`src/rtl/core/mbg_pkg.sv`:
```
package mbg_pkg;

    localparam int BPM_W = 10;
    localparam int BEATS_W = 3;
    localparam int MS_W = 16;
    localparam int FLASH_W = 8;
    localparam int DEB_W = 3;
    localparam int CFG_IDX_W = 3;

    localparam logic [1:0] OP_TICK = 2'd0;
    localparam logic [1:0] OP_PULSE = 2'd1;
    localparam logic [1:0] OP_DIR = 2'd2;
    localparam logic [1:0] OP_BUTTON = 2'd3;

    localparam logic [CFG_IDX_W-1:0] CFG_MIN_BPM = 3'd0;
    localparam logic [CFG_IDX_W-1:0] CFG_MAX_BPM = 3'd1;
    localparam logic [CFG_IDX_W-1:0] CFG_MIN_BEATS = 3'd2;
    localparam logic [CFG_IDX_W-1:0] CFG_MAX_BEATS = 3'd3;
    localparam logic [CFG_IDX_W-1:0] CFG_MUTE_MS = 3'd4;
    localparam logic [CFG_IDX_W-1:0] CFG_FLASH_MS = 3'd5;
    localparam logic [CFG_IDX_W-1:0] CFG_DEBOUNCE_MS = 3'd6;
    localparam logic [CFG_IDX_W-1:0] CFG_MENU_MS = 3'd7;

    localparam logic [MS_W:0] MS_PER_MINUTE = 17'd60000;
    localparam logic [MS_W-1:0] ZERO_BPM_PERIOD = 16'hFFFF;
    localparam int DIV_STEPS = MS_W;

    typedef struct packed {
        logic div_start;
        logic apply;
        logic load;
    } mbg_cmd_t;

    typedef struct packed {
        logic div_done;
    } mbg_status_t;

    typedef struct packed {
        logic led_on;
        logic sound_on;
        logic accent;
        logic [BPM_W-1:0] tempo_bpm;
        logic [BEATS_W-1:0] bar_beats;
        logic menu_page;
        logic muted;
    } mbg_result_t;

endpackage

```
`src/rtl/core/mbg_ctrl.sv`:
```
module mbg_ctrl (
    input  logic                 aclk,
    input  logic                 aresetn,
    input  logic                 s_tvalid,
    output logic                 s_tready,
    input  logic                 out_busy,
    input  mbg_pkg::mbg_status_t status,
    output mbg_pkg::mbg_cmd_t    cmd
);
    import mbg_pkg::*;

    localparam logic [1:0] ST_IDLE = 2'd0;
    localparam logic [1:0] ST_DIV = 2'd1;
    localparam logic [1:0] ST_APPLY = 2'd2;

    logic [1:0] state_reg, state_next;
    logic accept;

    assign s_tready = (state_reg == ST_IDLE) && !out_busy;
    assign accept = s_tvalid && s_tready;

    always_comb begin
        state_next = state_reg;
        cmd = '0;
        case (state_reg)
            ST_IDLE: begin
                if (accept) begin
                    cmd.load = 1'b1;
                    cmd.div_start = 1'b1;
                    state_next = ST_DIV;
                end
            end
            ST_DIV: begin
                if (status.div_done) begin
                    state_next = ST_APPLY;
                end
            end
            ST_APPLY: begin
                cmd.apply = 1'b1;
                state_next = ST_IDLE;
            end
            default: state_next = ST_IDLE;
        endcase
    end

    always_ff @(posedge aclk) begin
        if (!aresetn) begin
            state_reg <= ST_IDLE;
        end else begin
            state_reg <= state_next;
        end
    end

    assert property (@(posedge aclk) disable iff (!aresetn)
        cmd.apply |=> (state_reg == ST_IDLE))
        else $error("apply not followed by idle");
    assert property (@(posedge aclk) disable iff (!aresetn)
        accept |=> (state_reg == ST_DIV))
        else $error("accept did not start divide");
    assert property (@(posedge aclk) disable iff (!aresetn)
        (state_reg != ST_IDLE) |-> !s_tready)
        else $error("ready while busy");

endmodule

```
`src/rtl/core/mbg_datapath.sv`:
```
module mbg_datapath (
    input  logic                          aclk,
    input  logic                          aresetn,
    input  mbg_pkg::mbg_cmd_t             cmd,
    output mbg_pkg::mbg_status_t          status,
    input  logic [1:0]                    in_opcode,
    input  logic                          in_pulse,
    input  logic                          in_dir,
    input  logic                          cfg_valid,
    input  logic [mbg_pkg::CFG_IDX_W-1:0] cfg_index,
    input  logic [15:0]                   cfg_data,
    output mbg_pkg::mbg_result_t          result
);
    import mbg_pkg::*;

    // configuration
    logic [BPM_W-1:0] min_bpm_reg, max_bpm_reg;
    logic [BEATS_W-1:0] min_beats_reg, max_beats_reg;
    logic [MS_W-1:0] mute_ms_reg, menu_ms_reg;
    logic [FLASH_W-1:0] flash_ms_reg;
    logic [DEB_W-1:0] deb_ms_reg;

    always_ff @(posedge aclk) begin
        if (!aresetn) begin
            min_bpm_reg <= 10'd10;
            max_bpm_reg <= 10'd999;
            min_beats_reg <= 3'd2;
            max_beats_reg <= 3'd4;
            mute_ms_reg <= 16'd1000;
            flash_ms_reg <= 8'd30;
            deb_ms_reg <= 3'd4;
            menu_ms_reg <= 16'd5000;
        end else if (cfg_valid) begin
            case (cfg_index)
                CFG_MIN_BPM: min_bpm_reg <= cfg_data[BPM_W-1:0];
                CFG_MAX_BPM: max_bpm_reg <= cfg_data[BPM_W-1:0];
                CFG_MIN_BEATS: min_beats_reg <= cfg_data[BEATS_W-1:0];
                CFG_MAX_BEATS: max_beats_reg <= cfg_data[BEATS_W-1:0];
                CFG_MUTE_MS: mute_ms_reg <= cfg_data;
                CFG_FLASH_MS: flash_ms_reg <= cfg_data[FLASH_W-1:0];
                CFG_DEBOUNCE_MS: deb_ms_reg <= cfg_data[DEB_W-1:0];
                CFG_MENU_MS: menu_ms_reg <= cfg_data;
                default: ;
            endcase
        end
    end

    // latched item
    logic [1:0] op_reg;
    logic pulse_reg, dir_reg;
    always_ff @(posedge aclk) begin
        if (cmd.load) begin
            op_reg <= in_opcode;
            pulse_reg <= in_pulse;
            dir_reg <= in_dir;
        end
    end

    // state
    logic [BPM_W-1:0] bpm_reg, bpm_next;
    logic [BEATS_W-1:0] beats_reg, beats_next;
    logic page_reg, page_next;
    logic [1:0] cw_reg, cw_next, ccw_reg, ccw_next;
    logic leq_reg, leq_next, lock_reg, lock_next, mute_reg, mute_next;
    logic [DEB_W-1:0] lockc_reg, lockc_next;
    logic [MS_W-1:0] mutec_reg, mutec_next, lastp_reg, lastp_next;
    logic [MS_W-1:0] msb_reg, msb_next, menuc_reg, menuc_next;
    logic [BEATS_W-1:0] bib_reg, bib_next;
    logic [FLASH_W-1:0] flc_reg, flc_next;
    logic led_reg, led_next, snd_reg, snd_next, acc_reg, acc_next;

    // restoring divider: 60000 / bpm, one quotient bit per cycle
    logic [MS_W-1:0] quo_reg;
    logic [BPM_W:0] rem_reg;
    logic [3:0] dcnt_reg;
    logic dbusy_reg;
    logic [BPM_W:0] rem_sh;
    logic rem_ge;

    assign rem_sh = {rem_reg[BPM_W-1:0], MS_PER_MINUTE[dcnt_reg]};
    assign rem_ge = rem_sh >= {1'b0, bpm_reg};

    always_ff @(posedge aclk) begin
        if (!aresetn) begin
            dbusy_reg <= 1'b0;
            dcnt_reg <= '0;
        end else if (cmd.div_start) begin
            dbusy_reg <= 1'b1;
            dcnt_reg <= 4'(DIV_STEPS - 1);
            rem_reg <= '0;
            quo_reg <= '0;
        end else if (dbusy_reg) begin
            rem_reg <= rem_ge ? rem_sh - {1'b0, bpm_reg} : rem_sh;
            quo_reg <= {quo_reg[MS_W-2:0], rem_ge};
            if (dcnt_reg == 4'd0) begin
                dbusy_reg <= 1'b0;
            end else begin
                dcnt_reg <= dcnt_reg - 4'd1;
            end
        end
    end
    // 60000 < 2^16 so bit 16 of the dividend is zero and 16 steps suffice
    assign status.div_done = dbusy_reg && (dcnt_reg == 4'd0);

    logic [MS_W-1:0] period;
    assign period = (bpm_reg == '0) ? ZERO_BPM_PERIOD : quo_reg;

    logic equal, is_pulse, cw, up;
    assign equal = (pulse_reg == dir_reg);

    always_comb begin
        bpm_next = bpm_reg; beats_next = beats_reg; page_next = page_reg;
        cw_next = cw_reg; ccw_next = ccw_reg; leq_next = leq_reg;
        lock_next = lock_reg; lockc_next = lockc_reg;
        mute_next = mute_reg; mutec_next = mutec_reg;
        lastp_next = lastp_reg; msb_next = msb_reg; bib_next = bib_reg;
        flc_next = flc_reg; led_next = led_reg; snd_next = snd_reg;
        acc_next = acc_reg; menuc_next = menuc_reg;
        is_pulse = (op_reg == OP_PULSE);
        cw = is_pulse ? equal : !equal;
        up = 1'b0;
        case (op_reg)
            OP_TICK: begin
                if (mute_next) begin
                    mutec_next = mutec_next + 16'd1;
                    led_next = 1'b0; msb_next = '0; snd_next = 1'b0; bib_next = 3'd1;
                    if (mutec_next >= mute_ms_reg) begin
                        mute_next = 1'b0; mutec_next = '0;
                    end
                end
                if (period != lastp_next && !mute_next) begin
                    led_next = 1'b0; msb_next = '0; lastp_next = period;
                    snd_next = 1'b0; bib_next = 3'd1;
                end
                msb_next = msb_next + 16'd1;
                if (msb_next == period && !mute_next) begin
                    led_next = 1'b1; snd_next = 1'b1; msb_next = '0;
                    acc_next = (bib_next == beats_reg);
                    bib_next = (bib_next + 3'd1 > beats_reg || bib_next == 3'd7)
                               ? 3'd1 : bib_next + 3'd1;
                end
                if (led_next) begin
                    flc_next = flc_next + 8'd1;
                    if (flc_next >= flash_ms_reg) begin
                        flc_next = '0; led_next = 1'b0; snd_next = 1'b0;
                    end
                end
                if (lock_next) begin
                    snd_next = 1'b0;
                    lockc_next = lockc_next + 3'd1;
                    if (lockc_next >= deb_ms_reg) begin
                        lockc_next = '0; lock_next = 1'b0; leq_next = equal;
                    end
                end
                if (page_next) begin
                    menuc_next = menuc_next + 16'd1;
                    if (menuc_next >= menu_ms_reg) begin
                        page_next = 1'b0; menuc_next = '0;
                    end
                end
            end
            OP_PULSE, OP_DIR: begin
                mute_next = 1'b1; mutec_next = '0; menuc_next = '0;
                if (!lock_reg) begin
                    if (cw) begin
                        ccw_next = '0;
                        if (leq_reg != equal) begin
                            cw_next = cw_reg + 2'd1;
                            if (cw_next == 2'd2) begin
                                up = 1'b1; cw_next = '0;
                                if (page_reg) begin
                                    beats_next = (beats_reg == 3'd7 || beats_reg + 3'd1 > max_beats_reg)
                                                 ? max_beats_reg : beats_reg + 3'd1;
                                end else begin
                                    bpm_next = ({1'b0, bpm_reg} + 11'd1 > {1'b0, max_bpm_reg})
                                               ? max_bpm_reg : bpm_reg + 10'd1;
                                end
                            end
                        end
                    end else begin
                        cw_next = '0;
                        if (leq_reg != equal) begin
                            ccw_next = ccw_reg + 2'd1;
                            if (ccw_next == 2'd2) begin
                                ccw_next = '0;
                                if (page_reg) begin
                                    if (beats_reg > min_beats_reg) beats_next = beats_reg - 3'd1;
                                end else begin
                                    if (bpm_reg > min_bpm_reg) bpm_next = bpm_reg - 10'd1;
                                end
                            end
                        end
                    end
                    leq_next = equal;
                    lock_next = 1'b1;
                end
            end
            default: begin
                mute_next = 1'b1; mutec_next = '0; menuc_next = '0;
                page_next = !page_reg;
            end
        endcase
    end

    always_ff @(posedge aclk) begin
        if (!aresetn) begin
            bpm_reg <= 10'd50; beats_reg <= 3'd4; page_reg <= 1'b0;
            cw_reg <= '0; ccw_reg <= '0; leq_reg <= 1'b0;
            lock_reg <= 1'b0; lockc_reg <= '0; mute_reg <= 1'b0; mutec_reg <= '0;
            lastp_reg <= 16'd50; msb_reg <= '0; bib_reg <= 3'd1; flc_reg <= '0;
            led_reg <= 1'b0; snd_reg <= 1'b0; acc_reg <= 1'b0; menuc_reg <= '0;
        end else if (cmd.apply) begin
            bpm_reg <= bpm_next; beats_reg <= beats_next; page_reg <= page_next;
            cw_reg <= cw_next; ccw_reg <= ccw_next; leq_reg <= leq_next;
            lock_reg <= lock_next; lockc_reg <= lockc_next;
            mute_reg <= mute_next; mutec_reg <= mutec_next;
            lastp_reg <= lastp_next; msb_reg <= msb_next; bib_reg <= bib_next;
            flc_reg <= flc_next; led_reg <= led_next; snd_reg <= snd_next;
            acc_reg <= acc_next; menuc_reg <= menuc_next;
        end
    end

    always_comb begin
        result.led_on = led_next;
        result.sound_on = snd_next && !mute_next;
        result.accent = acc_next;
        result.tempo_bpm = bpm_next;
        result.bar_beats = beats_next;
        result.menu_page = page_next;
        result.muted = mute_next;
    end

    assert property (@(posedge aclk) disable iff (!aresetn)
        cmd.div_start |=> dbusy_reg)
        else $error("divider did not start");
    assert property (@(posedge aclk) disable iff (!aresetn)
        (cmd.apply && up && !page_reg) |=> (bpm_reg <= max_bpm_reg))
        else $error("tempo increment passed max");
    assert property (@(posedge aclk) disable iff (!aresetn)
        cmd.apply |-> !dbusy_reg)
        else $error("apply during divide");

endmodule

```
`src/rtl/core/metronome_beat_generator.sv`:
```
// Metronome core. Every input transfer is a 1 ms tick, an encoder pulse or
// direction edge (with both line levels) or a button press, and each one
// produces exactly one result transfer with the LED, sound, accent, tempo,
// bar length, menu page and mute flags after the update. The accepting edge
// latches the item and starts the bit-serial divider computing 60000 / tempo;
// once the divider is done, the apply state commits the state and registers
// the result. The next item is accepted only after that, once the result
// register is free or being drained, so items never overlap in the core.
// Configuration writes are taken whenever cfg_valid is high and must only be
// issued while the core is idle.
module metronome_beat_generator (
    input  logic        aclk,
    input  logic        aresetn,
    input  logic        s_tvalid,
    output logic        s_tready,
    input  logic [7:0]  s_tdata,   // opcode[1:0], pulse_level[2], dir_level[3]
    output logic        m_tvalid,
    input  logic        m_tready,
    // led_on, sound_on, accent, tempo_bpm[9:0], bar_beats[2:0], menu_page, muted
    output logic [23:0] m_tdata,
    input  logic        cfg_valid,
    output logic        cfg_ready,
    input  logic [2:0]  cfg_index,
    input  logic [15:0] cfg_data
);
    import mbg_pkg::*;

    mbg_cmd_t cmd;
    mbg_status_t status;
    mbg_result_t result;
    logic out_busy;
    logic [23:0] out_reg;
    logic outv_reg;

    // result register holds until transferred
    assign out_busy = outv_reg && !m_tready;
    assign cfg_ready = 1'b1;

    mbg_ctrl u_ctrl (
        .aclk(aclk), .aresetn(aresetn), .s_tvalid(s_tvalid), .s_tready(s_tready),
        .out_busy(out_busy), .status(status), .cmd(cmd)
    );

    mbg_datapath u_dp (
        .aclk(aclk), .aresetn(aresetn), .cmd(cmd), .status(status),
        .in_opcode(s_tdata[1:0]), .in_pulse(s_tdata[2]), .in_dir(s_tdata[3]),
        .cfg_valid(cfg_valid), .cfg_index(cfg_index), .cfg_data(cfg_data),
        .result(result)
    );

    always_ff @(posedge aclk) begin
        if (!aresetn) begin
            outv_reg <= 1'b0;
        end else if (cmd.apply) begin
            outv_reg <= 1'b1;
        end else if (m_tready) begin
            outv_reg <= 1'b0;
        end
    end

    // apply only comes after an accept, which needed out_busy low
    always_ff @(posedge aclk) begin
        if (cmd.apply) begin
            out_reg <= {6'd0, result.muted, result.menu_page, result.bar_beats,
                        result.tempo_bpm, result.accent, result.sound_on, result.led_on};
        end
    end

    assign m_tvalid = outv_reg;
    assign m_tdata = out_reg;

endmodule

```
`config.mk`:
```
export PLATFORM = sky130hd
export DESIGN_NAME = metronome_beat_generator
export DESIGN_NICKNAME = d
export VERILOG_FILES = /design/src/rtl/core/mbg_pkg.sv /design/src/rtl/core/mbg_ctrl.sv /design/src/rtl/core/mbg_datapath.sv /design/src/rtl/core/metronome_beat_generator.sv
export SDC_FILE = /design/constraint.sdc
export NUM_CORES = 1
export LEC_CHECK = 0
export ABC_CLOCK_PERIOD_IN_PS = 6500
export BUFFER_PORTS_ARGS = -buffer_cell sky130_fd_sc_hd__clkbuf_2
export CORE_UTILIZATION = 35
export CTS_BUF_LIST = sky130_fd_sc_hd__clkbuf_2
export DETAILED_ROUTE_END_ITERATION = 8
export SETUP_SLACK_MARGIN = 0.1
export SYNTH_ARGS = -nofsm -noshare
export SYNTH_HDL_FRONTEND = slang
export SYNTH_SLANG_ARGS = --single-unit
export TNS_END_PERCENT = 1
```
`constraint.sdc`:
```
create_clock -name aclk -period 6.5 [get_ports aclk]
set_input_delay 0 -clock aclk [delete_from_list [all_inputs] [get_ports aclk]]
set_output_delay 0 -clock aclk [all_outputs]
set_load 0.01 [all_outputs]
```
; ---- Word level (Yosys, flattened, before mapping)
; Memory sizes are Yosys's and may differ from the RTL's. A register that Yosys moved wholly into a read port is not among the register bits.
; Cells that the tools add are included.
; W data, S select, Z words.
[op_classes]
n_addsub = 15
n_lt_le_gt_ge = 11
n_eq_ne = 29
n_mux = 97
bitwise_logic = 1
reduce_logical = 46
[op_table]
columns = operator, count
row1 = $mux W16, 12
row2 = $mux W10, 13
row3 = $mux W3, 17
row4 = $add A16 B1 Y16 const B, 3
row5 = $mux W1, 37
row6 = $ge A16 B16 Y1, 2
row7 = $reduce_and A2 Y1, 15
row8 = $mux W4, 5
row9 = $eq A3 B3 Y1 const B, 6
row10 = $eq A16 B16 Y1, 1
row11 = $mux W2, 8
row12 = $ne A16 B16 Y1, 1
row13 = $add A10 B1 Y11 const B, 1
row14 = $ge A11 B10 Y1, 1
row15 = $gt A11 B10 Y1, 1
row16 = $add A10 B1 Y10 const B, 1
row17 = $gt A10 B10 Y1, 1
row18 = $logic_not A10 Y1, 1
row19 = $ne A2 B1 Y1 const B, 5
row20 = $sub A10 B1 Y10 const B, 1
row21 = $sub A10 B10 Y10, 1
row22 = $add A3 B1 Y3 const B, 3
row23 = $gt A3 B3 Y1, 3
row24 = $reduce_and A3 Y1, 3
row25 = 29 further kinds, 57
[totals]
ff_bits = 227
romBits = 16
in_bits = 32
out_inout_bits = 27
elab_cells = 236
memories = 1
[memory_table]
columns = name, words, word_bits, read_ports, rd_ports_with_merged_regs, wr, line
row1 = (name not given), 16, 1, 1, 1, 0, mbg_datapath.sv:80  ; assign rem_sh = {rem_reg[BPM_W-1:0], MS_PER_MINUTE[dcnt_reg]};

; ---- Logic depth before layout (Yosys ltp)
[logic_depth]
ltp_word = 18
ltp_mapped = 23
depth_no_buf = 20

; ---- Modules after synthesis
; Synthesis repeated with hierarchy kept, for this count alone.
[hier_totals]
cells_unflattened = 1741
hier_area_um2 = 14298.7
[modules_own_cells]
columns = module, instances, cells_each, area_per_inst_um2, seq_area_each_um2
row1 = mbg_datapath, 1, 1699, 13551.7, 4444.3
row2 = metronome_beat_generator, 1, 30, 641.9, 560.5
row3 = mbg_ctrl, 1, 12, 105.1, 40.0

; ---- Least setup slack after synthesis
; OpenSTA, ideal clock, no wires.
[synth_timing]
kind = register -> register
startpoint = reg u_dp.bpm_reg[0]
endpoint = reg u_dp.msb_reg[11]
setup_ns = 0.071
arrival_time_ns = 5.151
required_time_ns = 6.429
path_slack_ns = 1.278
stages_incl_launch_ff = 23
n_path_buf = 3
period_less_slack_ns = 5.222
path_cell_list = dfxtp_1 > inv_1 > ha_1 > nor4b_4 > and3_1 > buf_6 > o221ai_1 > o2111ai_4 > nor3_4 > buf_6 > and2_1 > ha_1 > nand4_1 > or4_1 > xnor2_1 > o21ai_0 > or3_1 > a32o_1 > nand2_1 > nor4_2 > buf_6 > or4_1 > a21oi_1
[synth_via]
elab_chain_len = 10
[synth_rtl]
columns = element, line
row1 = start: declaration, mbg_datapath.sv:60  ; logic [BPM_W-1:0] bpm_reg, bpm_next;
row2 = start signal: assignment, mbg_datapath.sv:213  ; bpm_reg <= bpm_next; beats_reg <= beats_next; page_reg <= page_next;
row3 = $logic_not A10 Y1 *, mbg_datapath.sv:106  ; assign period = (bpm_reg == '0) ? ZERO_BPM_PERIOD : quo_reg;
row4 = $mux W16 *, mbg_datapath.sv:106
row5 = $ne A16 B16 Y1, mbg_datapath.sv:131  ; if (period != lastp_next && !mute_next) begin
row6 = $logic_and A1 B1 Y1, mbg_datapath.sv:131
row7 = $mux W16, mbg_datapath.sv:131
row8 = $mux W16, mbg_datapath.sv:122  ; case (op_reg)
row9 = $add A16 B1 Y16, mbg_datapath.sv:135  ; msb_next = msb_next + 16'd1;
row10 = $eq A16 B16 Y1, mbg_datapath.sv:136  ; if (msb_next == period && !mute_next) begin
row11 = $logic_and A1 B1 Y1, mbg_datapath.sv:136
row12 = $mux W16 *, mbg_datapath.sv:136
row13 = end signal: assignment, mbg_datapath.sv:217  ; lastp_reg <= lastp_next; msb_reg <= msb_next; bib_reg <= bib_next;
row14 = end: declaration, mbg_datapath.sv:67  ; logic [MS_W-1:0] msb_reg, msb_next, menuc_reg, menuc_next;
; Every way passes the cells marked *; elsewhere a longest branch is shown, timed or not. The select of a mux whose other input is x is not followed.
; A chain may end at the register's enable or synchronous reset.

; ---- Worst setup path after layout
[layout_timing]
startpoint = reg u_dp.bpm_reg[0]
endpoint = reg u_dp.flc_reg[2]
[layout_via]
elab_chain_len = 12
word_cells_on_any_way = 13
classes_between = 1 x add/sub / 2 x eq/ne / 6 x mux / 4 x reduce/logical
[layout_rtl]
columns = element, line
row1 = $logic_not A10 Y1 *, mbg_datapath.sv:106
row2 = $mux W16 *, mbg_datapath.sv:106
row3 = $ne A16 B16 Y1, mbg_datapath.sv:131
row4 = $logic_and A1 B1 Y1, mbg_datapath.sv:131
row5 = $mux W16, mbg_datapath.sv:131
row6 = $mux W16, mbg_datapath.sv:122
row7 = $add A16 B1 Y16, mbg_datapath.sv:135
row8 = $eq A16 B16 Y1, mbg_datapath.sv:136
row9 = $logic_and A1 B1 Y1, mbg_datapath.sv:136
row10 = $mux W1 *, mbg_datapath.sv:136
row11 = $mux W1 *, mbg_datapath.sv:122
row12 = $reduce_and A3 Y1 (no line) *, --
row13 = end signal: assignment, mbg_datapath.sv:218  ; flc_reg <= flc_next; led_reg <= led_next; snd_reg <= snd_next;
row14 = end: declaration, mbg_datapath.sv:69  ; logic [FLASH_W-1:0] flc_reg, flc_next;
; Marks and branches as above.

==> impl_metrics.ini <==
[place]
finalWeightedCongestion = 0.863
post-dp-hpwl_um = 26100
io_buffers = 47
dp_cells = 2186

[worst_setup_path]
end_kind = register
crit_slowest_cell = and3_1
crit_arrival_ns = 6.73
crit_chain = inv_1, ha_1, nor4b_4, and3_1, buf_4, nor2_1, o2111ai_4, nor3_4, and2_1, ha_1, nand4_1, nor3_1, xnor2_1, mux2_2, a21oi_1, a32o_1, nand4_1, or4_4, o21ai_4, o22ai_2, a32o_1
worstPathRequired_ns = 7.29
cpPeakStageDelay_ns = 0.61
crit_type = reg -> reg
path_max_fanout = 15
critPathLaunchType = register

[routing]
ant_nets = 0
wl_per_cell_um = 16.3
drt_first_pass_iters = 5
via_count = 12700
route.detailed.drc = 0
vias_per_cell = 5.36
drt-initial-drc-count = 645
routed_wl_um = 38800

[layout]
register_area_mm2 = 0.00504
final_common_cell = nand2_1
layout_common_cells = nand2_1 (211), dfxtp_1 (180), clkbuf_2 (141)
area_delta_synth_final_pct = 13.9
largest_register_ffs = 18
fill_cells = 3960
fin_nets = 1939
multi_input_area_mm2 = 0.00815
fin_cells = 2374
drive_gt1_frac = 0.111
utilization = 0.408

[floorplanning]
num_io_pins = 59
dieArea_mm2 = 0.0408
fp.dieH_um = 202
die_x_um = 202
core_mm2 = 0.0390
rows = 72
start_util = 0.359

[clock_tree]
clock_path_buffers = 3
clockRootBuffer = clkbuf_2
clock-sinks = 228
htreeDepth = 3
postCtsSetupBuffers = 0
cts_made_buffers = 66
clk_latency_ns = 0.91
cts_tree = done
clk_pin_slew_ns = 0.10

[synthesis]
ys_ff_latch = 228
yosys_warnings = 0
syn_area_mm2 = 0.0140
synth_top_area_cell = dfxtp_1
syn_avg_cell_area_um2 = 8.28
synth_compound_area_frac = 0.201
synthCells = 1688
yosys.area_share.adder = 0.0900
synth.distinct_cells = 92
synthMuxAreaShare = 0.0117
synthTopCellsByArea = dfxtp_1 (26%), edfxtp_1 (10%), ha_1 (8.9%)
synth_top_family_by_area = simple AND/OR/NAND/NOR gates
ys.flop_type = dfxtp_1
ys_seq_area_frac = 0.361
synth-async-reset-ratio = 0
yosysTopAreaCellShare = 0.258
synth-simple-area-share = 0.225
synth-xor-area-share = 0.0520
synth_edf_count = 48

[power_and_ir_drop]
clockPowerShare = 0.368
p_leak_nw = 6.49
seqPwrFrac = 0.514
power.density_mw_per_mm2 = 186
p_sw_mw = 0.906
internal-power_mw = 2.06
power_frac_comb = 0.118
vdd_drop_max_uv = 113
swShare = 0.306

[global_route]
grt.overflow.total = 0
grt_pass1_wl_um = 63300
antenna_found_initial = 2
grt_start_max_net_pins = 68
track_usage = 0.191
first_global_vias = 12400

[run]
maxCapViolations = 0

[sta]
post-route-min-period_ns = 5.94
hold_viol = 0
slew_headroom = 0.258
clock_skew_ns = 0.0846
grt_setup_unrepaired = no
setup_viol_count_final = 0
worst_pin_slew_ns = 1.11
fin_crit_sh = 0.913
max_freq_mhz = 168
finalSetupTns_ns = 0
slew_violations = 0

[min_path]
hold_class = in -> reg

[status]
status = complete, no violations
metrics by stage:
step	setup slack [ns]	hold slack, ns	instance area, um2	power, mW
CTS	0.637	0.00641	15900	3.00
finish	0.562	0.0847	15900	2.96
floorplan	1.28	0.0989	14000	1.77
global route	0.116	0.0291	15900	3.12
global placement	0.777	0.182	14600	1.86
detailed placement	0.643	0.179	14600	1.87
Yosys cell counts, types with 6 or more instances:
cell type,number
xor2_1,32
a31oi_1,12
ha_1,99
a32o_1,14
o21a_1,16
o31ai_1,12
and2_1,26
nor3_1,28
a22oi_1,8
o21ai_0,85
o211ai_1,34
a21oi_1,129
nand2b_1,18
nor2_1,141
nand4_1,31
and3_1,28
nand3_1,57
dfxtp_1,180
or4_1,6
mux2i_1,13
xnor2_1,51
buf_4,9
nand3b_1,11
edfxtp_1,48
a2111oi_0,6
a211oi_1,19
o221ai_1,6
nand2_1,211
inv_1,105
or3_1,7
o21ai_1,7
nor4bb_1,8
a21o_1,25
nor4_1,15
clkbuf_1,66
nor2b_1,18
buf_2,7
cells by family after synthesis:
group,count (synthesis)
other cells,2
mux,16
buf+inv,199
compound gates,424
flops,228
xor+xnor,83
simple gates,636
fa+ha+maj,100
routing by layer:
| layer | share of wire | global-route usage |
|---|---|---|
| met5 | 0 | 0 |
| met4 | 0.029 | 0.0722 |
| met3 | 0.050 | 0.0397 |
| met2 | 0.46 | 0.311 |
| met1 | 0.46 | 0.248 |
path summary, 6_finish.rpt:
check                                         from  cells after the start                          endpoint  slack, ns
setup / recovery      u_dp.bpm_reg[0]$_SDFFE_PN0P_                     21      u_dp.flc_reg[2]$_SDFFE_PN0P_       0.56
hold / removal                             aresetn                      3   u_dp.deb_ms_reg[2]$_SDFFE_PN1P_       0.08
hold reg to reg   u_dp.min_bpm_reg[7]$_SDFFE_PN0P_                      2  u_dp.min_bpm_reg[7]$_SDFFE_PN0P_       0.46
setup reg to reg      u_dp.bpm_reg[0]$_SDFFE_PN0P_                     21      u_dp.flc_reg[2]$_SDFFE_PN0P_       0.56
repair_timing:
| action | in CTS | in global routing |
|---|---|---|
| setup endpoints to repair | 0 | 1 |
| gates resized for setup | 0 | 1 |
| hold buffers | 71 | 0 |
| hold endpoints to repair | 122 | 0 |
critical path: cells and delay by family (launching register included):
family          cells  cell delay [ns]
compound gates      6             1.13
xor+xnor            1             0.30
fa+ha+maj           2             0.53
buf+inv             2             0.51
flops               1             0.42
mux                 1             0.37
simple gates        9             2.59
power groups by stage:
stage	Combinational (mW)	Sequential, mW	Clock [mW]
after floorplan	0.235	1.54	0
after global placement	0.307	1.55	0
after detailed placement	0.315	1.55	0
after CTS	0.348	1.52	1.13
after global routing	0.391	1.53	1.21
final	0.350	1.52	1.09
layout make-up:
class | instances | area share
Antenna cell | 2 | 0.000314
Clock buffer | 95 | 0.0298
Clock inverter | 20 | 0.00683
Inverter | 107 | 0.0253
Multi-Input combinational cell | 1266 | 0.512
Sequential cell | 228 | 0.317
Tap cell | 518 | 0.0407
Timing Repair Buffer | 138 | 0.0688
Power figures use the tool's default switching activity.
